[config.mk]
export PLATFORM = sky130hd
export DESIGN_NAME = line_pixel_generator_core
export DESIGN_NICKNAME = d
export VERILOG_FILES = /design/src/hdl/lpg_pkg.sv /design/src/hdl/lpg_stepper.sv /design/src/hdl/lpg_classify.sv /design/src/hdl/line_pixel_generator_core.sv
export SDC_FILE = /design/constraint.sdc
export NUM_CORES = 1
export LEC_CHECK = 0
export ABC_AREA = 1
export BUFFER_PORTS_ARGS = -buffer_cell sky130_fd_sc_hd__buf_4
export CORE_AREA = 2 2 154 156
export CTS_CLUSTER_DIAMETER = 80
export DETAILED_ROUTE_END_ITERATION = 8
export DIE_AREA = 0 0 156 158
export PLACE_DENSITY = 0.76
export SLEW_MARGIN = 10
export SYNTH_ARGS = -nofsm -noshare
export SYNTH_HDL_FRONTEND = slang
export SYNTH_HIERARCHICAL = 1
export SYNTH_SLANG_ARGS = --single-unit
[constraint.sdc]
create_clock -name i_clk -period 6.4 [get_ports i_clk]
set_input_delay 0 -clock i_clk [delete_from_list [all_inputs] [get_ports i_clk]]
set_output_delay 0 -clock i_clk [all_outputs]
set_load 0.005 [all_outputs]
[src/hdl/lpg_pkg.sv]
// shared types and constants for the line pixel generator
package lpg_pkg;

    localparam int unsigned COORD_W = 12;
    localparam int unsigned ERR_W   = 13;
    localparam int unsigned ADDR_W  = 16;
    localparam int unsigned COLOR_W = 8;

    // command codes
    localparam logic CMD_START = 1'b0;
    localparam logic CMD_STEP  = 1'b1;

    typedef logic signed [COORD_W-1:0] t_coord;
    typedef logic        [COORD_W-1:0] t_delta;
    typedef logic        [ERR_W-1:0]   t_err;
    typedef logic signed [1:0]         t_dir;

    // one rasterized pixel on its way to the address stage
    typedef struct packed {
        logic   pixel_valid;
        t_coord x;
        t_coord y;
        logic   last;
    } t_pixel;

endpackage

[src/hdl/lpg_stepper.sv]
// bresenham state and first pipeline register
module lpg_stepper (
    input  logic             i_clk,
    input  logic             i_rst_n,
    input  logic             i_accept,
    input  logic             i_command,
    input  lpg_pkg::t_coord  i_start_x,
    input  lpg_pkg::t_coord  i_start_y,
    input  lpg_pkg::t_coord  i_end_x,
    input  lpg_pkg::t_coord  i_end_y,
    input  logic             i_drain,
    output logic             o_vld,
    output lpg_pkg::t_pixel  o_pix
);
    import lpg_pkg::*;

    t_coord r_cur_x, n_cur_x;
    t_coord r_cur_y, n_cur_y;
    t_err   r_err, n_err;
    t_delta r_abs_dx, n_abs_dx;
    t_delta r_abs_dy, n_abs_dy;
    t_dir   r_step_x, n_step_x;
    t_dir   r_step_y, n_step_y;
    logic   r_x_major, n_x_major;
    t_delta r_steps_left, n_steps_left;
    logic   r_active, n_active;
    logic   r_vld, n_vld;
    t_pixel r_pix, n_pix;

    logic signed [COORD_W:0] dx, dy;
    t_delta major;
    t_delta minor_d;
    t_delta major_d;
    t_err   err_sum;
    logic   minor_move;
    t_delta steps_dec;

    always_comb begin
        dx = {i_end_x[COORD_W-1], i_end_x} - {i_start_x[COORD_W-1], i_start_x};
        dy = {i_end_y[COORD_W-1], i_end_y} - {i_start_y[COORD_W-1], i_start_y};
        n_abs_dx  = dx[COORD_W] ? COORD_W'(-dx) : COORD_W'(dx);
        n_abs_dy  = dy[COORD_W] ? COORD_W'(-dy) : COORD_W'(dy);
        n_step_x  = dx[COORD_W] ? -2'sd1 : ((dx != '0) ? 2'sd1 : 2'sd0);
        n_step_y  = dy[COORD_W] ? -2'sd1 : ((dy != '0) ? 2'sd1 : 2'sd0);
        n_x_major = n_abs_dx >= n_abs_dy;
        major     = n_x_major ? n_abs_dx : n_abs_dy;

        // step path: error term on the registered state
        major_d    = r_x_major ? r_abs_dx : r_abs_dy;
        minor_d    = r_x_major ? r_abs_dy : r_abs_dx;
        err_sum    = r_err + {1'b0, minor_d};
        minor_move = err_sum >= {1'b0, major_d};
        steps_dec  = r_steps_left - 1'b1;

        n_cur_x      = r_cur_x;
        n_cur_y      = r_cur_y;
        n_err        = r_err;
        n_steps_left = r_steps_left;
        n_active     = r_active;
        n_pix        = r_pix;

        if (i_accept) begin
            if (i_command == CMD_START) begin
                n_cur_x      = i_start_x;
                n_cur_y      = i_start_y;
                n_err        = {1'b0, major} >> 1;
                n_steps_left = major;
                n_active     = major != '0;
                n_pix        = '{pixel_valid: 1'b1, x: i_start_x, y: i_start_y,
                                 last: major == '0};
            end else if (r_active) begin
                n_err = minor_move ? (err_sum - {1'b0, major_d}) : err_sum;
                if (r_x_major) begin
                    n_cur_x = r_cur_x + {{(COORD_W-2){r_step_x[1]}}, r_step_x};
                    if (minor_move) begin
                        n_cur_y = r_cur_y + {{(COORD_W-2){r_step_y[1]}}, r_step_y};
                    end
                end else begin
                    n_cur_y = r_cur_y + {{(COORD_W-2){r_step_y[1]}}, r_step_y};
                    if (minor_move) begin
                        n_cur_x = r_cur_x + {{(COORD_W-2){r_step_x[1]}}, r_step_x};
                    end
                end
                n_steps_left = steps_dec;
                n_active     = steps_dec != '0;
                n_pix        = '{pixel_valid: 1'b1, x: n_cur_x, y: n_cur_y,
                                 last: steps_dec == '0};
            end else begin
                // step with no line running
                n_pix = '{pixel_valid: 1'b0, x: '0, y: '0, last: 1'b0};
            end
        end

        if (i_accept) begin
            n_vld = 1'b1;
        end else if (i_drain) begin
            n_vld = 1'b0;
        end else begin
            n_vld = r_vld;
        end
    end

    always_ff @(posedge i_clk) begin
        if (!i_rst_n) begin
            r_cur_x      <= '0;
            r_cur_y      <= '0;
            r_err        <= '0;
            r_abs_dx     <= '0;
            r_abs_dy     <= '0;
            r_step_x     <= '0;
            r_step_y     <= '0;
            r_x_major    <= 1'b0;
            r_steps_left <= '0;
            r_active     <= 1'b0;
            r_vld        <= 1'b0;
        end else begin
            r_cur_x      <= n_cur_x;
            r_cur_y      <= n_cur_y;
            r_err        <= n_err;
            r_steps_left <= n_steps_left;
            r_active     <= n_active;
            r_vld        <= n_vld;
            if (i_accept && (i_command == CMD_START)) begin
                r_abs_dx  <= n_abs_dx;
                r_abs_dy  <= n_abs_dy;
                r_step_x  <= n_step_x;
                r_step_y  <= n_step_y;
                r_x_major <= n_x_major;
            end
        end
    end

    always_ff @(posedge i_clk) begin
        r_pix <= n_pix;
    end

    assign o_vld = r_vld;
    assign o_pix = r_pix;

endmodule

[src/hdl/lpg_classify.sv]
// screen bounds check, frame address and output register
module lpg_classify #(
    parameter int SCREEN_WIDTH  = 320,
    parameter int SCREEN_HEIGHT = 200
) (
    input  logic                          i_clk,
    input  logic                          i_rst_n,
    input  logic                          i_load,
    input  logic                          i_out_ready,
    input  lpg_pkg::t_pixel               i_pix,
    input  logic [lpg_pkg::COLOR_W-1:0]   i_color,
    output logic                          o_vld,
    output logic                          o_pixel_valid,
    output lpg_pkg::t_coord               o_pixel_x,
    output lpg_pkg::t_coord               o_pixel_y,
    output logic [lpg_pkg::ADDR_W-1:0]    o_frame_address,
    output logic [lpg_pkg::COLOR_W-1:0]   o_pixel_color,
    output logic                          o_visible,
    output logic                          o_last
);
    import lpg_pkg::*;

    localparam int unsigned MAG_W = COORD_W - 1;
    localparam logic [MAG_W-1:0] C_W = MAG_W'(SCREEN_WIDTH);
    localparam logic [MAG_W-1:0] C_H = MAG_W'(SCREEN_HEIGHT);

    logic                  r_vld, n_vld;
    logic                  r_pixel_valid;
    t_coord                r_x, r_y;
    logic [ADDR_W-1:0]     r_addr;
    logic [COLOR_W-1:0]    r_color;
    logic                  r_visible;
    logic                  r_last;

    logic                  vis;
    logic [2*MAG_W-1:0]    row_base;
    logic [2*MAG_W:0]      lin_addr;

    always_comb begin
        vis = i_pix.pixel_valid
              && !i_pix.x[COORD_W-1] && (i_pix.x[MAG_W-1:0] < C_W)
              && !i_pix.y[COORD_W-1] && (i_pix.y[MAG_W-1:0] < C_H);
        row_base = i_pix.y[MAG_W-1:0] * C_W;
        lin_addr = {1'b0, row_base} + (2*MAG_W+1)'(i_pix.x[MAG_W-1:0]);

        if (i_load) begin
            n_vld = 1'b1;
        end else if (i_out_ready) begin
            n_vld = 1'b0;
        end else begin
            n_vld = r_vld;
        end
    end

    always_ff @(posedge i_clk) begin
        if (!i_rst_n) begin
            r_vld <= 1'b0;
        end else begin
            r_vld <= n_vld;
        end
    end

    always_ff @(posedge i_clk) begin
        if (i_load) begin
            r_pixel_valid <= i_pix.pixel_valid;
            r_x           <= i_pix.x;
            r_y           <= i_pix.y;
            r_last        <= i_pix.last;
            r_visible     <= vis;
            r_addr        <= vis ? lin_addr[ADDR_W-1:0] : '0;
            r_color       <= i_pix.pixel_valid ? i_color : '0;
        end
    end

    assign o_vld           = r_vld;
    assign o_pixel_valid   = r_pixel_valid;
    assign o_pixel_x       = r_x;
    assign o_pixel_y       = r_y;
    assign o_frame_address = r_addr;
    assign o_pixel_color   = r_color;
    assign o_visible       = r_visible;
    assign o_last          = r_last;

endmodule

[src/hdl/line_pixel_generator_core.sv]
// top level of the bresenham line pixel generator
//
// usage
//   input channel (i_in_valid / o_in_stall): a transfer carries one command.
//   command start takes both endpoints and yields the first pixel; command
//   step yields the next pixel of the running line, or a result with
//   pixel_valid low when no line is running. every command yields one result.
//   output channel (o_out_valid / i_out_stall): one transfer per result, with
//   coordinates, frame address (zero when off screen), color, visible, last.
//   config channel (i_cfg_valid / o_cfg_ready): writes the draw color; ready
//   is always high, write only while the block is idle.
// timing
//   a result passes through the stepper register and then the address /
//   output register after its command transfer. one command per cycle is
//   sustained while the receiver does not stall; the multiply of the frame
//   address sits in the second stage.
// reset and stall
//   synchronous active-low reset idles the line, clears the draw color and
//   empties both pipeline registers. while the receiver stalls, the output
//   register holds; the stepper register still takes one more command, and
//   o_in_stall rises only when both registers are full.
module line_pixel_generator_core #(
    parameter int SCREEN_WIDTH  = 320,
    parameter int SCREEN_HEIGHT = 200
) (
    input  logic                          i_clk,
    input  logic                          i_rst_n,
    // command channel
    input  logic                          i_in_valid,
    output logic                          o_in_stall,
    input  logic                          i_command,
    input  lpg_pkg::t_coord               i_start_x,
    input  lpg_pkg::t_coord               i_start_y,
    input  lpg_pkg::t_coord               i_end_x,
    input  lpg_pkg::t_coord               i_end_y,
    // config channel
    input  logic                          i_cfg_valid,
    output logic                          o_cfg_ready,
    input  logic [lpg_pkg::COLOR_W-1:0]   i_cfg_data,
    // pixel channel
    output logic                          o_out_valid,
    input  logic                          i_out_stall,
    output logic                          o_pixel_valid,
    output lpg_pkg::t_coord               o_pixel_x,
    output lpg_pkg::t_coord               o_pixel_y,
    output logic [lpg_pkg::ADDR_W-1:0]    o_frame_address,
    output logic [lpg_pkg::COLOR_W-1:0]   o_pixel_color,
    output logic                          o_visible,
    output logic                          o_last
);
    import lpg_pkg::*;

    logic [COLOR_W-1:0] r_draw_color;

    logic   s1_vld;
    t_pixel s1_pix;
    logic   out_vld;
    logic   out_ready;   // output register free or emptying this cycle
    logic   s1_free;     // stepper register can take a command
    logic   drain;       // stepper register moves into the output register
    logic   accept;      // command transfer

    // pipeline control, the output stall reaches o_in_stall combinationally
    assign out_ready = !out_vld || !i_out_stall;
    assign drain     = s1_vld && out_ready;
    assign s1_free   = !s1_vld || out_ready;
    assign accept    = i_in_valid && s1_free;

    assign o_in_stall  = !s1_free;
    assign o_cfg_ready = 1'b1;
    assign o_out_valid = out_vld;

    // draw color register
    always_ff @(posedge i_clk) begin
        if (!i_rst_n) begin
            r_draw_color <= '0;
        end else if (i_cfg_valid) begin
            r_draw_color <= i_cfg_data;
        end
    end

    // bresenham stepping and the first pipeline register
    lpg_stepper u_stepper (
        .i_clk     (i_clk),
        .i_rst_n   (i_rst_n),
        .i_accept  (accept),
        .i_command (i_command),
        .i_start_x (i_start_x),
        .i_start_y (i_start_y),
        .i_end_x   (i_end_x),
        .i_end_y   (i_end_y),
        .i_drain   (drain),
        .o_vld     (s1_vld),
        .o_pix     (s1_pix)
    );

    // bounds check, frame address and the result register
    lpg_classify #(
        .SCREEN_WIDTH  (SCREEN_WIDTH),
        .SCREEN_HEIGHT (SCREEN_HEIGHT)
    ) u_classify (
        .i_clk           (i_clk),
        .i_rst_n         (i_rst_n),
        .i_load          (drain),
        .i_out_ready     (out_ready),
        .i_pix           (s1_pix),
        .i_color         (r_draw_color),
        .o_vld           (out_vld),
        .o_pixel_valid   (o_pixel_valid),
        .o_pixel_x       (o_pixel_x),
        .o_pixel_y       (o_pixel_y),
        .o_frame_address (o_frame_address),
        .o_pixel_color   (o_pixel_color),
        .o_visible       (o_visible),
        .o_last          (o_last)
    );

endmodule
## Word-level counts from Yosys, hierarchy flattened

Cells that the tools add are included.

- Div/mod/pow operators: 0
- Multipliers: 1
- Multiplexer cells: 30
- Order comparisons: 4
- Equal/unequal tests: 1
- Add/sub/neg operators: 10
- Reduce and logical (&&, ||, !) cells: 24
- Bitwise operators: 1
- Shifts and indexed selects: 0

Operators with widths:

| operator | count |
|---|---|
| 12-bit 2-to-1 mux | 15 |
| 13-bit 2-to-1 mux | 3 |
| 26-bit 2-to-1 mux | 1 |
| 13-bit nonzero test | 2 |
| 12-bit by 12-bit subtractor with 13-bit output | 2 |
| 25-bit 2-to-1 mux | 1 |
| 12-bit adder | 2 |
| 12-bit zero test | 2 |
| 12-bit negator | 2 |
| 12-bit nonzero test | 2 |
| 16-bit by 11-bit adder with 16-bit output | 1 |
| 13-bit by 12-bit adder with 13-bit output | 1 |
| 13-bit by 12-bit greater-or-equal comparator with 1-bit output | 1 |
| 13-bit by 12-bit subtractor with 13-bit output | 1 |
| 12-bit greater-or-equal comparator | 1 |
| 12-bit by 1-bit subtractor with 12-bit output (second input constant) | 1 |
| 11-bit by 8-bit < comparator with 1-bit output (second input constant) | 1 |
| 11-bit by 9-bit < comparator with 1-bit output (second input constant) | 1 |
| 11-bit by 3-bit multiplier with 10-bit output (second input constant) | 1 |
| 1-bit 2-to-1 mux | 8 |
| 1-bit logical AND | 7 |
| 1-bit zero test | 6 |
| 2-bit 2-to-1 mux | 2 |
| 2-bit nonzero test | 2 |
| other kinds (4) | 5 |

- Word-level logic and storage cells: 95
- Input port bits: 62
- Memory bits (writable): 0
- Output and inout port bits: 54
- Bits in read-only memories: 0
- Memories kept: 0
- Register bits after elaboration: 166
- Bits in latches: 0

## Depth between registers and ports, before layout

- Word-level depth: 7
- Depth in mapped cells: 32
- Gate-level depth less buffers: 32

## Modules after synthesis

The synthesis kept the hierarchy.

By module, submodules not included:

| module | cells each | instances | area an instance (sq um) | sequential area each (sq um) |
|---|---|---|---|---|
| lpg_stepper | 1502 | 1 | 9781.9 | 2382.3 |
| lpg_classify | 260 | 1 | 2668.8 | 1551.5 |
| line_pixel_generator_core | 59 | 1 | 395.4 | 160.2 |

## Worst setup path before layout

Ideal clock, no wire load.

- Kind: flip-flop to flip-flop
- Start point: register u_classify.r_vld, in the netlist u_classify/o_vld
- End point: register u_classify.r_addr[0], in the netlist u_classify/o_frame_address[0], enable pin
- Stages on the path, launching flop included: 2
- Library setup time: 0.543 ns
- Buffers on the path: 0
- Arrival time: 4.187 ns
- Setup slack: 1.670 ns
- Period minus slack after synthesis: 4.730 ns
- Required time: 5.857 ns
- Cells stage by stage: dfxtp_1 a21boi_0

- Cells in the longest elaborated chain, start to end: 3

Ends and longest elaborated chain:

| element | line | RTL |
|---|---|---|
| start: declaration | lpg_classify.sv:27 | `logic r_vld, n_vld;` |
| start signal: assignment | lpg_classify.sv:59 | `r_vld <= n_vld;` |
| 1-bit zero test | line_pixel_generator_core.sv:64 | `assign out_ready = !out_vld \|\| !i_out_stall;` |
| 1-bit logical OR | line_pixel_generator_core.sv:64 |  |
| 1-bit logical AND | line_pixel_generator_core.sv:65 | `assign drain = s1_vld && out_ready;` |
| named net drain | line_pixel_generator_core.sv:60 | `logic drain;` |
| end signal: assignment | lpg_classify.sv:70 | `r_addr <= vis ? lin_addr[ADDR_W-1:0] : '0;` |
| end: declaration | lpg_classify.sv:30 | `logic [ADDR_W-1:0] r_addr;` |

The timed path passes the listed nets, and every way through them passes these cells.
A chain may end at the register's enable or synchronous reset.

## Final worst setup path

- Start point: register u_stepper.r_x_major
- End point: register u_stepper.r_pix (netlist bit u_stepper/o_pix[5]) (data pin)

- Cells in the longest elaborated chain, start to end: 7
- Elaborated cells on any way between the ends: 8
- Classes of those cells: 1 x add/sub; 1 x order compare; 6 x mux

Ends and longest elaborated chain:

| element | line | RTL |
|---|---|---|
| start: declaration | lpg_stepper.sv:24 | `logic r_x_major, n_x_major;` |
| start signal: assignment | lpg_stepper.sv:128 | `r_x_major <= n_x_major;` |
| 12-bit 2-to-1 mux | lpg_stepper.sv:50 | `minor_d = r_x_major ? r_abs_dy : r_abs_dx;` |
| 13-bit by 12-bit adder with 13-bit output | lpg_stepper.sv:51 | `err_sum = r_err + {1'b0, minor_d};` |
| 13-bit by 12-bit greater-or-equal comparator with 1-bit output | lpg_stepper.sv:52 | `minor_move = err_sum >= {1'b0, major_d};` |
| 12-bit 2-to-1 mux | lpg_stepper.sv:75 | `if (minor_move) begin` |
| 12-bit 2-to-1 mux (*) | lpg_stepper.sv:73 | `if (r_x_major) begin` |
| 26-bit 2-to-1 mux (*) | lpg_stepper.sv:71 | `end else if (r_active) begin` |
| 25-bit 2-to-1 mux (*) | lpg_stepper.sv:63 | `if (i_command == CMD_START) begin` |
| end signal: assignment | lpg_stepper.sv:134 | `r_pix <= n_pix;` |
| end: declaration | lpg_stepper.sv:28 | `t_pixel r_pix, n_pix;` |

Every way passes the cells marked *; elsewhere a longest branch is shown, timed or not.

==> run_summary.xml <==
<?xml version="1.0" encoding="UTF-8"?>
<metrics>
  <group name="timing">
    <metric name="timing.final.setup_violations" unit="">0</metric>
    <metric name="max_freq" unit="MHz">191</metric>
    <metric name="time_the_worst_path_needs_with_i_o_delays_and_setup" unit="ns">5.23</metric>
    <metric name="max_slew.worst_pin.slew" unit="ns">0.951</metric>
    <metric name="finalCritPeriodShare" unit="%">81.8</metric>
    <metric name="grt_setup_unrepaired" unit="">no</metric>
    <metric name="timing.max_slew.rel_slack" unit="%">36.5</metric>
    <metric name="clock_skew" unit="ns">0.0137</metric>
    <metric name="maxSlewViolCount" unit="">0</metric>
    <metric name="setup_tns" unit="ns">0</metric>
    <metric name="finalHoldViolations" unit="">0</metric>
  </group>
  <group name="hold_path">
    <metric name="worst_hold_path.endpoint" unit="">u_stepper/r_cur_y[7]</metric>
    <metric name="holdCritStartpoint" unit="">i_start_y[7]</metric>
    <metric name="whs_path_depth" unit="">7</metric>
    <metric name="hold_path.class" unit="">input pin to register</metric>
  </group>
  <group name="pwr">
    <metric name="net-switching-power" unit="mW">1.75</metric>
    <metric name="switching_share" unit="%">40.6</metric>
    <metric name="p_comb_share" unit="%">43.4</metric>
    <metric name="power_internal" unit="mW">2.56</metric>
    <metric name="power_frac_seq" unit="%">30.6</metric>
    <metric name="pwr_density" unit="nW/um^2">291</metric>
    <metric name="irDropWorstVdd" unit="V">0.000172</metric>
    <metric name="clock_power_share" unit="%">26.0</metric>
    <metric name="p_leak" unit="nW">7.56</metric>
  </group>
  <group name="final_layout">
    <metric name="drive_gt1_share" unit="%">11.1</metric>
    <metric name="net_total_in_the_final_layout" unit="">2119</metric>
    <metric name="final_area" unit="sq um">14800</metric>
    <metric name="n_fill_cell" unit="">2016</metric>
    <metric name="layout.area.seq" unit="sq um">4090</metric>
    <metric name="antenna_diode_instance_count" unit="">0</metric>
    <metric name="combined_area_of_the_multi_input_logic_cells" unit="sq um">7390</metric>
    <metric name="flow.area_growth_from_synthesis" unit="%">15.3</metric>
  </group>
  <group name="routing">
    <metric name="first_iter_violations" unit="">917</metric>
    <metric name="route.antenna.remaining_nets" unit="">0</metric>
    <metric name="detailroute.via_count" unit="">12276</metric>
    <metric name="route.final.wire_length" unit="um">34300</metric>
    <metric name="vias_per_cell" unit="">5.47</metric>
    <metric name="detailed_route_drc_error_count" unit="">0</metric>
    <metric name="wire_per_inst" unit="um">15.3</metric>
    <metric name="drt_pre_antenna_iters" unit="">6</metric>
  </group>
  <group name="global_routing">
    <metric name="gr-usage-all-layers" unit="%">28.0</metric>
    <metric name="gr-usage-met2" unit="%">49.1</metric>
    <metric name="global_route.peak_usage_layer" unit="">met2</metric>
    <metric name="wire_length_of_the_first_global_routing_pass" unit="um">55200</metric>
    <metric name="vias_in_the_first_global_route" unit="">11620</metric>
    <metric name="grt_overflow" unit="">0</metric>
    <metric name="gr-usage-met3" unit="%">4.65</metric>
    <metric name="antenna_found_initial" unit="">0</metric>
    <metric name="largest_net_degree_at_the_start_of_global_routing" unit="">70</metric>
    <metric name="grt_util_met1" unit="%">34.3</metric>
  </group>
  <group name="placement">
    <metric name="dp_hpwl" unit="um">25400</metric>
    <metric name="placement.cell_area" unit="sq um">13900</metric>
    <metric name="place.gp.congestion" unit="">0.944</metric>
    <metric name="number_of_buffer_cells_added_on_primary_ports" unit="">114</metric>
  </group>
  <group name="clock_network">
    <metric name="clock_latency_on_the_worst_skew_pair" unit="ns">0.44</metric>
    <metric name="clock_path_buffers" unit="">2</metric>
    <metric name="cts.repair.resized" unit="">0</metric>
    <metric name="cts_tree" unit="">built</metric>
    <metric name="cts.sink_count" unit="">166</metric>
    <metric name="clockRootBuffer" unit="">sky130_fd_sc_hd__clkbuf_16</metric>
    <metric name="clk_transition_reported_paths" unit="ns">0.07</metric>
    <metric name="ctsHtreeMaxLevel" unit="">4</metric>
    <metric name="cts_made_buffers" unit="">17</metric>
  </group>
  <group name="floorplanning">
    <metric name="floorplan.die.height" unit="um">158</metric>
    <metric name="row_count" unit="">56</metric>
    <metric name="io_pins" unit="">116</metric>
    <metric name="die_width" unit="um">156</metric>
    <metric name="floorplan.initialDensity" unit="%">55.7</metric>
    <metric name="design.die.area" unit="sq um">24600</metric>
    <metric name="placeableCoreArea" unit="sq um">23100</metric>
  </group>
  <group name="worst_setup_path">
    <metric name="worstPathBufferInverterCount" unit="">1</metric>
    <metric name="type_of_the_setup_path_with_the_least_slack" unit="">register to register</metric>
    <metric name="critical_path.reg2reg.endpoint" unit="">u_stepper/o_pix[5]</metric>
    <metric name="worstSetupEndpointType" unit="">register</metric>
    <metric name="critPathMostFrequentCell" unit="">sky130_fd_sc_hd__a21oi_1</metric>
    <metric name="slowest_delay" unit="ns">0.93</metric>
    <metric name="rr_startpoint" unit="">u_stepper/r_x_major</metric>
    <metric name="critical_path.startpoint_type" unit="">register</metric>
    <metric name="reg2reg_setup_slack" unit="ns">1.17</metric>
    <metric name="worstPathArrival" unit="ns">5.40</metric>
    <metric name="timing.critical_path.fanout_max" unit="">35</metric>
    <metric name="path_cells" unit="">o21ai_0, ha_1, a21oi_1, o21ai_0, a21oi_1, o21ai_0, nand2_1, nand2_1, a21oi_1, xor2_1, inv_1, ha_1, nand2_1, nor2_1, nand3_1, nand3_2, a21oi_4, nand2_2, o211ai_2, a21oi_1</metric>
    <metric name="crit_path_required_time" unit="ns">6.57</metric>
    <metric name="worst_path_dominant_cell_family" unit="">compound AO/OA/AOI/OAI gates</metric>
    <metric name="reg2reg_depth" unit="">20</metric>
    <metric name="timing.critical_path.slowest_stage_cell" unit="">sky130_fd_sc_hd__dfxtp_1</metric>
  </group>
  <group name="synth">
    <metric name="synthesis.area" unit="sq um">12800</metric>
    <metric name="seq_area_frac_synth" unit="%">31.9</metric>
    <metric name="synth_cell_type_count" unit="">55</metric>
    <metric name="synth_top_flop_cell" unit="">sky130_fd_sc_hd__dfxtp_1</metric>
    <metric name="async_s_r_ff_share_synth" unit="%">0</metric>
    <metric name="synth_warnings" unit="">6</metric>
    <metric name="synth_fp_nets" unit="">1999</metric>
    <metric name="synth_edf_count" unit="">77</metric>
    <metric name="post_synthesis_average_cell_area" unit="sq um">7.05</metric>
    <metric name="synthesis.instances" unit="">1821</metric>
    <metric name="yosys_register_bits" unit="">166</metric>
  </group>
  <group name="status">
    <metric name="run_status" unit="">finished, final reports clean</metric>
  </group>
  <group name="flow_run">
    <metric name="maxCapViolations" unit="">0</metric>
  </group>
</metrics>
-- synthesized netlist by cell type, drive strengths merged (2+ instances only) --
cell type	instances	share of area, %
clkinv	2	0.058
a21o	4	0.23
nand3b	4	0.23
a21oi	147	5.9
nor3b	2	0.12
nand3	138	5.5
edfxtp	77	18
buf	23	1.4
or2	7	0.34
fa	8	1.2
a21boi	5	0.32
nand2	458	14
ha	108	11
o21ai	96	3.9
nor2	183	5.4
xnor2	21	1.5
dfxtp	89	14
o21a	2	0.12
o211ai	39	3.1
nor3	17	0.70
a22oi	2	0.12
xor2	42	2.9
o21bai	5	0.29
a221oi	2	0.14
nand4	14	0.68
inv	288	8.4
clkbuf	31	0.91
-- worst register-to-register path: cells and delay by family (launching register included) --
family,cells,cell delay [ns]
flops,1,0.93
xor+xnor,1,0.16
compound gates,9,1.99
fa+ha+maj,2,0.80
simple gates,7,1.02
buf+inv,1,0.07
-- timing repair --
action | 4_1_cts | 5_1_grt
endpoints found under the hold margin | 21 | 0
buffers inserted | 0 | 0
hold buffers | 32 | 0
-- placed cells by master, fill, tap and decap left out, types with 3 or more instances in the layout --
cell	instances
sky130_fd_sc_hd__o21bai_1	5
sky130_fd_sc_hd__a21o_1	4
sky130_fd_sc_hd__bufinv_16	3
sky130_fd_sc_hd__nand2_2	8
sky130_fd_sc_hd__nand3_2	4
sky130_fd_sc_hd__a21boi_0	3
sky130_fd_sc_hd__inv_6	5
sky130_fd_sc_hd__o21ai_0	87
sky130_fd_sc_hd__dfxtp_1	89
sky130_fd_sc_hd__nand3_1	134
sky130_fd_sc_hd__nand2_1	449
sky130_fd_sc_hd__or2_2	3
sky130_fd_sc_hd__inv_2	5
sky130_fd_sc_hd__nor2_1	177
sky130_fd_sc_hd__dlygate4sd3_1	32
sky130_fd_sc_hd__xor2_1	41
sky130_fd_sc_hd__o211ai_1	18
sky130_fd_sc_hd__inv_1	283
sky130_fd_sc_hd__o211ai_2	21
sky130_fd_sc_hd__o21ai_1	5
sky130_fd_sc_hd__nor2_2	4
sky130_fd_sc_hd__clkbuf_16	18
sky130_fd_sc_hd__nand4_1	14
sky130_fd_sc_hd__fa_1	8
sky130_fd_sc_hd__nor3_1	16
sky130_fd_sc_hd__nand3b_1	4
sky130_fd_sc_hd__buf_4	123
sky130_fd_sc_hd__a21oi_2	3
sky130_fd_sc_hd__ha_1	108
sky130_fd_sc_hd__xnor2_1	20
sky130_fd_sc_hd__a21oi_1	143
sky130_fd_sc_hd__o21ai_2	4
sky130_fd_sc_hd__inv_8	3
sky130_fd_sc_hd__edfxtp_1	77
-- kinds of logic after synthesis --
kind of cell,share of synthesized area (%)
flip-flops,31.9
other,0.0292
AO/OA/AOI/OAI,14.4
XOR/XNOR,4.41
AND/OR/NAND/NOR,26.7
buffers and inverters,10.8
adder cells (fa/ha/maj),11.8
-- layout make-up --
cell class,instances,share of cell area [%]
clock buffers,19,3.07
clock inverters,13,1.22
inverters,290,7.35
multi-input cells,1311,49.9
flip-flops and latches,166,27.6
well taps,290,2.45
repair buffers,155,8.40
-- sequential cells by signal, summed over array words and instances, names as in the netlist --
name,cells
u_stepper/r_step_x,2
u_classify/o_pixel_x,12
u_classify/o_frame_address,16
u_classify/o_pixel_color,8
u_stepper/r_step_y,2
u_stepper/r_steps_left,12
u_classify/o_vld,1
u_stepper/r_cur_y,12
u_classify/o_pixel_y,12
u_classify/o_pixel_valid,1
u_stepper/r_err,13
u_stepper/r_cur_x,12
u_stepper/r_abs_dx,12
u_stepper/o_vld,1
u_stepper/r_x_major,1
u_classify/o_visible,1
u_stepper/r_active,1
u_classify/o_last,1
u_stepper/o_pix,26
r_draw_color,8
u_stepper/r_abs_dy,12
-- per-layer routing --
metal | up-vias | share of wire (%)
met4 | 0 | 3.2
met5 | - | 0
li1 | 6154 | -
met3 | 83 | 6.9
met2 | 422 | 47
met1 | 5617 | 43
-- how the worst max path moves through the flow --
| stage | startpoint | endpoint | slack (ns) | depth (start not counted) |
|---|---|---|---|---|
| floorplan | u_classify/o_vld | u_classify/o_frame_address[0] | 1.67 | 1 |
| global placement | u_stepper/r_x_major | u_stepper/o_pix[8] | 1.57 | 19 |
| detailed placement | u_stepper/r_x_major | u_stepper/o_pix[9] | 1.42 | 20 |
| CTS | u_stepper/r_x_major | u_stepper/o_pix[9] | 1.32 | 20 |
| global route | u_stepper/r_x_major | u_stepper/o_pix[1] | 0.76 | 20 |
| finish | u_stepper/r_x_major | u_stepper/o_pix[5] | 1.17 | 20 |
-- stage by stage --
step	power, mW	util (%)	setup WS, ns	cells	hold WS (ns)
finish	4.30	64.3	1.17	2244	0.0173
global route	4.60	64.3	0.762	2244	0.0520
CTS	4.28	64.3	1.32	2244	0.0102
detailed placement	3.14	60.1	1.42	2180	0.304
global placement	3.09	60.1	1.57	2180	0.295
floorplan	2.71	-	1.67	1821	0.107
-- power by group through the flow --
stage / registers [mW] / logic [mW] / clock network, mW
floorplan: 1.31 / 1.40 / 0
global placement: 1.33 / 1.75 / 0
detailed placement: 1.34 / 1.80 / 0
CTS: 1.32 / 1.83 / 1.13
global route: 1.33 / 2.09 / 1.18
finish: 1.32 / 1.87 / 1.12
Power figures use the tool's default switching activity.
